$ cat src/rtl/core/nmea_sf_pkg.sv
// ----------------------------------------------------------------------------
// nmea_sf_pkg: shared constants for the NMEA sentence framer
// Event codes, framing characters, reset address words and field limit.
// ----------------------------------------------------------------------------
package nmea_sf_pkg;

  localparam int unsigned MAX_FIELD_INDEX = 31;
  localparam int unsigned FIELD_W         = 5;
  localparam int unsigned ADDR_W          = 40;
  localparam int unsigned ADDR_CHARS      = 5;

  // Field index stops at the smaller of the limit and the largest 5-bit value
  localparam logic [FIELD_W-1:0] FIELD_LIMIT =
    FIELD_W'((MAX_FIELD_INDEX < 31) ? MAX_FIELD_INDEX : 31);

  // Result event codes
  localparam logic [2:0] EV_NONE   = 3'd0;
  localparam logic [2:0] EV_BYTE   = 3'd1;
  localparam logic [2:0] EV_FEND   = 3'd2;
  localparam logic [2:0] EV_ACCEPT = 3'd3;
  localparam logic [2:0] EV_ERROR  = 3'd4;
  localparam logic [2:0] EV_IGNORE = 3'd5;

  // Sentence type codes
  localparam logic [1:0] TYPE_NONE   = 2'd0;
  localparam logic [1:0] TYPE_FIRST  = 2'd1;
  localparam logic [1:0] TYPE_SECOND = 2'd2;

  // Configuration register indexes
  localparam logic REG_FIRST_ADDR  = 1'b0;
  localparam logic REG_SECOND_ADDR = 1'b1;

  // Framing characters
  localparam logic [7:0] CH_DOLLAR = 8'h24;
  localparam logic [7:0] CH_COMMA  = 8'h2C;
  localparam logic [7:0] CH_STAR   = 8'h2A;
  localparam logic [7:0] CH_CR     = 8'h0D;
  localparam logic [7:0] CH_LF     = 8'h0A;

  // Reset address words: "GPRMC" and "GPGGA", first character in top byte
  localparam logic [ADDR_W-1:0] FIRST_ADDR_RST  = 40'h4750524D43;
  localparam logic [ADDR_W-1:0] SECOND_ADDR_RST = 40'h4750474741;

endpackage

$ cat src/rtl/core/nmea_sentence_framer_unit.sv
// ----------------------------------------------------------------------------
// nmea_sentence_framer_unit: NMEA 0183 sentence framer
// Frames received characters into sentences and reports per-character events.
// ----------------------------------------------------------------------------
// Usage:
//   Input channel (in_valid/in_ready/rx_byte) takes one received character
//   per word. Every accepted character yields exactly one result word on the
//   output channel (out_valid/out_ready and the result fields); characters
//   with nothing to report give event code "nothing".
//   Latency: the result for a character is valid the cycle after it is
//   accepted. Throughput: one word per cycle while the receiver does not
//   stall, set by the single output register; all parsing is one short
//   combinational pass from the parse state and the incoming character.
//   Stall: in_ready = !out_valid || out_ready, so a new character is taken in
//   the same cycle the held result leaves. While the receiver stalls the
//   result holds and no input is taken.
//   Reset (rst, synchronous): parser back to idle, output empty, both address
//   words back to "GPRMC" and "GPGGA".
//   Configuration: wr_en/wr_index/wr_data write an address word, which the
//   user must do only while the framer is idle; the block does not enforce it.
//   Index 0 is type 1, index 1 type 2; the checksum is skipped, not verified.
// ----------------------------------------------------------------------------
module nmea_sentence_framer_unit
  import nmea_sf_pkg::*;
(
  input  logic               clk,
  input  logic               rst,
  // configuration write port
  input  logic               wr_en,
  input  logic               wr_index,
  input  logic [ADDR_W-1:0]  wr_data,
  // character input
  input  logic               in_valid,
  output logic               in_ready,
  input  logic [7:0]         rx_byte,
  // result output
  output logic               out_valid,
  input  logic               out_ready,
  output logic [2:0]         event_res,
  output logic [1:0]         sentence_type,
  output logic [FIELD_W-1:0] field_index,
  output logic [7:0]         field_byte,
  output logic               last_field
);

  typedef enum logic [2:0] {
    ST_IDLE = 3'd0,
    ST_ADDR = 3'd1,
    ST_DATA = 3'd2,
    ST_CSUM = 3'd3,
    ST_CR   = 3'd4,
    ST_LF   = 3'd5
  } stage_t;

  stage_t              parse_stage, parse_stage_next;
  logic [2:0]          char_count, char_count_next;
  logic [1:0]          current_type, current_type_next;
  logic [FIELD_W-1:0]  current_field, current_field_next;
  logic [ADDR_W-1:0]   address_shift, address_shift_next;
  logic [ADDR_W-1:0]   first_address, second_address;

  logic [2:0]          ev_next;
  logic [1:0]          type_next;
  logic [FIELD_W-1:0]  index_next;
  logic [7:0]          byte_next;
  logic                last_next;

  logic                in_fire;

  assign in_ready = !out_valid || out_ready;
  assign in_fire  = in_valid && in_ready;

  // Parse step for one character
  always_comb begin
    parse_stage_next   = parse_stage;
    char_count_next    = char_count;
    current_type_next  = current_type;
    current_field_next = current_field;
    address_shift_next = address_shift;
    ev_next            = EV_NONE;
    type_next          = TYPE_NONE;
    index_next         = '0;
    byte_next          = '0;
    last_next          = 1'b0;

    case (parse_stage)
      ST_ADDR: begin
        if (char_count < 3'(ADDR_CHARS)) begin
          address_shift_next = {address_shift[ADDR_W-9:0], rx_byte};
          char_count_next    = char_count + 3'd1;
        end else begin
          // first address wins when both match
          if (address_shift == first_address) begin
            current_type_next = TYPE_FIRST;
          end else if (address_shift == second_address) begin
            current_type_next = TYPE_SECOND;
          end
          if (address_shift != first_address && address_shift != second_address) begin
            parse_stage_next = ST_IDLE;
            ev_next          = EV_IGNORE;
          end else if (rx_byte == CH_COMMA) begin
            parse_stage_next   = ST_DATA;
            char_count_next    = '0;
            current_field_next = '0;
          end else begin
            parse_stage_next = ST_IDLE;
            ev_next          = EV_ERROR;
            type_next        = current_type_next;
          end
        end
      end
      ST_DATA: begin
        type_next  = current_type;
        index_next = current_field;
        if (rx_byte == CH_STAR) begin
          ev_next            = EV_FEND;
          last_next          = 1'b1;
          parse_stage_next   = ST_CSUM;
          char_count_next    = '0;
          current_field_next = '0;
        end else if (rx_byte == CH_COMMA) begin
          ev_next = EV_FEND;
          if (current_field < FIELD_LIMIT) begin
            current_field_next = current_field + 1'b1;
          end
        end else begin
          ev_next   = EV_BYTE;
          byte_next = rx_byte;
        end
      end
      ST_CSUM: begin
        if (char_count < 3'd1) begin
          char_count_next = char_count + 3'd1;
        end else begin
          ev_next          = EV_ACCEPT;
          type_next        = current_type;
          parse_stage_next = ST_CR;
        end
      end
      ST_CR: begin
        if (rx_byte == CH_CR) begin
          parse_stage_next = ST_LF;
        end else begin
          ev_next          = EV_ERROR;
          type_next        = current_type;
          parse_stage_next = ST_IDLE;
        end
      end
      ST_LF: begin
        if (rx_byte != CH_LF) begin
          ev_next   = EV_ERROR;
          type_next = current_type;
        end
        parse_stage_next = ST_IDLE;
      end
      default: begin
        parse_stage_next = ST_IDLE;
        if (rx_byte == CH_DOLLAR) begin
          parse_stage_next   = ST_ADDR;
          char_count_next    = '0;
          address_shift_next = '0;
        end
      end
    endcase
  end

  // State, configuration and output register
  always_ff @(posedge clk) begin
    if (rst) begin
      parse_stage    <= ST_IDLE;
      char_count     <= '0;
      current_type   <= TYPE_NONE;
      current_field  <= '0;
      address_shift  <= '0;
      first_address  <= FIRST_ADDR_RST;
      second_address <= SECOND_ADDR_RST;
      out_valid      <= 1'b0;
    end else begin
      if (wr_en) begin
        case (wr_index)
          REG_FIRST_ADDR:  first_address  <= wr_data;
          REG_SECOND_ADDR: second_address <= wr_data;
          default: ;
        endcase
      end
      if (in_fire) begin
        parse_stage   <= parse_stage_next;
        char_count    <= char_count_next;
        current_type  <= current_type_next;
        current_field <= current_field_next;
        address_shift <= address_shift_next;
        out_valid     <= 1'b1;
      end else if (out_ready) begin
        out_valid <= 1'b0;
      end
    end
  end

  // Result payload, loaded with each accepted character
  always_ff @(posedge clk) begin
    if (in_fire) begin
      event_res     <= ev_next;
      sentence_type <= type_next;
      field_index   <= index_next;
      field_byte    <= byte_next;
      last_field    <= last_next;
    end
  end

  // --------------------------------------------------------------------------
  // Assertions
  // --------------------------------------------------------------------------
  a_data_event: assert property (@(posedge clk) disable iff (rst)
    (in_fire && parse_stage == ST_DATA) |=>
      (out_valid && (event_res == EV_BYTE || event_res == EV_FEND)))
    else $error("data character did not give a field event");

  a_start: assert property (@(posedge clk) disable iff (rst)
    (in_fire && parse_stage == ST_IDLE && rx_byte == CH_DOLLAR) |=>
      (parse_stage == ST_ADDR && char_count == 3'd0 && address_shift == '0))
    else $error("sentence start not taken");

  a_accept_stage: assert property (@(posedge clk) disable iff (rst)
    (out_valid && event_res == EV_ACCEPT) |-> (parse_stage == ST_CR))
    else $error("accepted sentence without waiting for CR");

  a_field_limit: assert property (@(posedge clk) disable iff (rst)
    (current_field <= FIELD_LIMIT))
    else $error("field index beyond limit");

endmodule

$ cat config.mk
export PLATFORM = sky130hd
export DESIGN_NAME = nmea_sentence_framer_unit
export DESIGN_NICKNAME = d
export VERILOG_FILES = /design/src/rtl/core/nmea_sf_pkg.sv /design/src/rtl/core/nmea_sentence_framer_unit.sv
export SDC_FILE = /design/constraint.sdc
export NUM_CORES = 1
export LEC_CHECK = 0
export BUFFER_PORTS_ARGS = -buffer_cell sky130_fd_sc_hd__buf_2
export CAP_MARGIN = 15
export CORE_ASPECT_RATIO = 1.75
export CORE_MARGIN = 3
export CORE_UTILIZATION = 39
export DETAILED_ROUTE_END_ITERATION = 6
export GPL_TIMING_DRIVEN = 0
export PLACE_DENSITY = 0.54
export SYNTH_ARGS = -nofsm -noshare
export SYNTH_HDL_FRONTEND = slang
export SYNTH_SLANG_ARGS = --single-unit
$ cat constraint.sdc
create_clock -name clk -period 6.1 [get_ports clk]
set_clock_uncertainty 0.1 [all_clocks]
set_input_delay 1.22 -clock clk [delete_from_list [all_inputs] [get_ports clk]]
set_output_delay 1.22 -clock clk [all_outputs]
set_load 0.02 [all_outputs]
# Yosys cells after proc, flatten, opt, wreduce, memory -nomap -nowiden
# Cells that the tools add are included.
dict set report op_classes {
  add_sub_neg 2
  magnitude_cmp 3
  eq_ne 25
  muxes 46
  n_bitwise 5
  n_reduce_logical 18
}
# operator n
set op_table {}
lappend op_table {{40-bit equality test} 2}
lappend op_table {{40-bit two-way mux} 2}
lappend op_table {{40-bit != test} 2}
lappend op_table {{40-bit case mux with 2 select lines} 1}
lappend op_table {{3-bit two-way mux} 15}
lappend op_table {{5-bit two-way mux} 6}
lappend op_table {{3-bit case mux with 5 select lines} 2}
lappend op_table {{2-bit two-way mux} 13}
lappend op_table {{8-bit by 6-bit equality test with 1-bit output (second input constant)} 3}
lappend op_table {{2-bit != test (second input constant)} 7}
lappend op_table {{7-bit AND reduction} 2}
lappend op_table {{3-bit != test (second input constant)} 4}
lappend op_table {{3-bit case mux with 4 select lines} 1}
lappend op_table {{2-bit case mux with 5 select lines} 1}
lappend op_table {{5-bit case mux with 2 select lines} 1}
lappend op_table {{8-bit by 4-bit equality test with 1-bit output (second input constant)} 1}
lappend op_table {{8-bit by 4-bit != test with 1-bit output (second input constant)} 1}
lappend op_table {{4-bit AND reduction} 2}
lappend op_table {{3-bit by 2-bit equality test with 1-bit output (second input constant)} 2}
lappend op_table {{3-bit equality test (second input constant)} 2}
lappend op_table {{2-bit nonzero test} 3}
lappend op_table {{5-bit by 1-bit adder with 5-bit output (second input constant)} 1}
lappend op_table {{5-bit < comparator (second input constant)} 1}
lappend op_table {{1-bit NOT} 5}
lappend op_table {{14 further kinds} 19}
dict set report totals {
  reg_bits 153
  inputBits 54
  out_inout_bits 21
  word_cells 112
}

# Longest topological paths before layout
dict set report depth {
  word_depth 7
  ltp_mapped 8
  depth_no_buf 7
}

# Worst setup path before layout
# Ideal clock, no wire load.
dict set report synth_timing {
  path_kind {input -> register}
  startpoint {input out_ready}
  endpoint {register current_field[4]}
  setup_time_ps 70
  arrival_ps 2871
  required_time_ps 5930
  setup_slack_ps 3060
  path_stages 7
  n_path_buf 0
  cell_sequence {nand2b_1 nand2_1 inv_1 nand4_1 nor3_1 a21oi_1 a21oi_1}
}
dict set report synth_via {
  elab_chain_cells 3
}
# element line
set synth_lines {}
lappend synth_lines {{start, declared} nmea_sentence_framer_unit.sv:38} ;# input logic out_ready,
lappend synth_lines {{1-bit logical OR} nmea_sentence_framer_unit.sv:70} ;# assign in_ready = !out_valid || out_ready;
lappend synth_lines {{1-bit logical AND} nmea_sentence_framer_unit.sv:71} ;# assign in_fire = in_valid && in_ready;
lappend synth_lines {{named net in_fire} nmea_sentence_framer_unit.sv:68} ;# logic in_fire;
lappend synth_lines {{7-bit AND reduction (no line)} -}
lappend synth_lines {{end signal, assigned} nmea_sentence_framer_unit.sv:190} ;# current_field <= current_field_next;
lappend synth_lines {{end, declared} nmea_sentence_framer_unit.sv:58} ;# logic [FIELD_W-1:0] current_field, current_field_next;
# The timed path passes the listed nets, and every way through them passes these cells.
# A chain may end at the register's enable or synchronous reset.

# Worst setup path in the final report
# Same ends and word-level chain as after synthesis.

==> impl_results.md <==
* Hold-fix buffers, CTS at 0
* Crit-path cells: buf_2 -> nand2b_1 -> nand2_1 -> inv_1 -> nand4_1 -> nor3_1 -> a21oi_1 -> a21oi_1
* Hold Crit Class: register to register
* Ant diodes at 0
* FF-to-FF Start: address_shift[39]
* Peak supply drop at between 0.15 and 0.2 mV
* Mean Syn Cell Area at 8.607 µm²
* Routability cong. at roughly 0.9
* Syn_nets at 843
* WL final at around 21000 µm
* CTS Buffer Depth at 2
* Status: finished clean
* #FFs+latches synth at around 150
* CTS Root Cell: clkbuf_16
* Buf/Inv on CP at 2
* Async set-reset flop share out of synthesis at 0%
* Slowest cell delay on critical path at 0.74 ns
* Cells after synthesis at 787
* Initial antenna violation count at 0
* Wire per inst at roughly 19 µm
* Synthesized area at 6774 µm²
* Min Tclk post-route at 3.114 ns
* DRT antenna net count at 0
* Die area at 19050 µm²
* Area growth syn-to-layout at 18.06%
* Seq/Total Area, Yosys at 48.02%
* Crit Path Max Fanout at 24
* Synth area leaders: dfxtp_1 40%, xnor2_1 10%, nand2_1 9.9%, edfxtp_1 8.4%, a21oi_1 4.9%
* Setup Viol. Count Final at 0
* Worst path depth at 8
* Ys Warns at 0
* Fin util at 46.97%
* Max Clock Freq at roughly 320 MHz
* Most frequent CP cell: a21oi_1
* DRC at 0
* CP Capture Type: register
* Nets at 936
* RSZ-0062 raised after global routing: false
* Clock Sinks at roughly 150
* Yosys cell types at 53
* Overall die height at 180.3 µm
* Register area at about 3300 µm²
* PwrDens at 294.3 nW/µm²
* Final Hold Vio Count at 0
* Hold WS at 0.3680 ns
* Critical path class: input pin to register
* Detailed-placement wirelength estimate at 16740 µm
* Commonest non-fill, non-tap cell in the layout: nand2_1
* Detailed Routing Iterations Pass 1 at 5
* Footprint of the multi-input gates at 3277 µm²
* DR iter-0 viols at slightly above 300
* Fin crit share at 51.05%
* Setup crit start: out_ready
* Vias in the first global route at 5833
* Crit path to: current_field[4]
* P_leak at 2.913 nW
* Initial core utilization at between 30% and 40%
* Total number of vias at 5875
* Buffers on Ports at 74
* Worst Max-Slew Pin Slew at between 0.8 and 0.9 ns
* Reg2Reg Capture Point: current_field[4]
* Worst path slowest cell: inv_1
* Io pins at between 70 and 80
* Setup TNS at 0 ns
* CTS tree: yes
* Worst Reg-to-Reg Cells at 6
* Primary FF master, synth: dfxtp_1
* CP required at 6.36 ns
* Largest net degree at the start of global routing at 25
* Startpoint Class: input pin
* Clk_lat worst skew at 0.43 ns
* Core ar. at 17030 µm²
* Reg2reg setup slack at around 3.3 ns
* Gr usage total at between 20 and 25%
* # H-tree levels at 4
* Max Cap Viol at 0
* Setup bufs post-CTS at 0
* Layout cell share with drive strength beyond 1 at 13.44%
* Post-cts resize count at 0
* DIE WIDTH at 105.6 µm
* Most frequent cells in the layout: 178 x nand2_1, 134 x dfxtp_1, 78 x xnor2_1
* Area share of the largest cell type after synthesis at between 30 and 40%
* WP data arrival at 3.37 ns
* Max-slew headroom at 40.52%
* Core Rows at 63
* Final slew viol count at 0
* CP delay by family, top: simple AND/OR/NAND/NOR gates
* Cell taking the most area after synthesis: dfxtp_1
* Via-to-Cell Ratio at 5.246
* Post-synth EDFFs at 19
* Filler cell count in the final layout at 1726
* Clock-pin slew on the worst setup and hold paths at 0.07 ns
* CTS Buf Count at 17
* GRT overflow at 0
* First-pass GRT wire length at 32800 µm
[worst min path at each step]
stage / start / endpoint / slack, ns / depth (start not counted)
floorplan: current_type[0] / current_type[0] / 0.35 / 2
global placement: first_address[36] / first_address[36] / 0.36 / 2
detailed placement: current_type[0] / current_type[0] / 0.36 / 2
CTS: second_address[5] / second_address[5] / 0.37 / 2
global route: first_address[36] / first_address[36] / 0.38 / 2
finish: second_address[5] / second_address[5] / 0.37 / 2
[flip-flops by register name, summed over array words and instances (netlist names)]
name and flops:
field_index 5, field_byte 8, current_type 2, current_field 5, char_count 3, parse_stage 3
last_field 1, sentence_type 2, second_address 40, first_address 40, out_valid 1, address_shift 40
event_res 3
[metal layers]
metal	up-vias	wire length, µm	GRT usage, %
met5	-	0	0
met1	2771	7750	23.40
met2	162	12140	43.97
li1	2907	-	-
met4	0	731	9.284
met3	35	808	3.442
[cells in the mapped netlist (3+ instances only)]
cell       instances
nand2_1          178
a22oi_1           40
nand3_1           43
dfxtp_1          134
o31ai_1            3
nor4_1             5
a21oi_1           66
nand2b_1           4
nor3_1            10
buf_6              4
mux2i_1            3
xnor2_1           78
nor2b_1            3
a2111oi_0          3
o21ai_0           10
and3_1             3
edfxtp_1          19
nor2_1            53
and2_1            15
inv_1              8
clkbuf_1          37
a211oi_1           3
nand4_1           24
o22ai_1            3
[report_power, final]
part | leakage (nW) | total [mW] | internal (mW) | switching (mW)
Clock | 0.267 | 1.03 | 0.571 | 0.456
Sequential | 1.29 | 1.09 | 1.06 | 0.0280
Combinational | 1.36 | 0.238 | 0.0855 | 0.153
[cell type report]
cell class                      count  share of cell area (%)
Sequential cell                   153                   40.68
Inverter                            8                  0.3755
Clock buffer                       18                   5.366
Tap cell                          227                   3.551
Buffer                             47                   2.675
Multi-Input combinational cell    579                   40.97
Clock inverter                     14                   1.752
Timing Repair Buffer               74                   4.631
[cells by family after synthesis]
logic type,share of synthesized area (%)
AND/OR/NAND/NOR,23.70
flip-flops,48.02
AO/OA/AOI/OAI,13.52
buffers and inverters,3.602
adder cells (fa/ha/maj),0.3694
multiplexers,0.4433
XOR/XNOR,10.34
[worst register-to-register path, cell delays in order (launching register included)]
cell and delay, ns:
dfxtp_1 0.34, xnor2_1 0.38, nand4_1 0.25, nor4_1 0.64, nand3_1 0.27, a211oi_1 0.55, a21oi_1 0.14
[through the flow]
step	instance area, µm²	worst slack (ns)	power, mW	cells
6_report	7998	2.986	2.354	1120
2_1_floorplan	6774	3.060	1.252	787
4_1_cts	7998	2.964	2.368	1120
3_5_place_dp	7428	2.521	1.350	1088
5_1_grt	7998	2.754	2.436	1120
3_3_place_gp	7428	2.532	1.346	1088
Note: power is estimated with default switching activity, not from simulation.
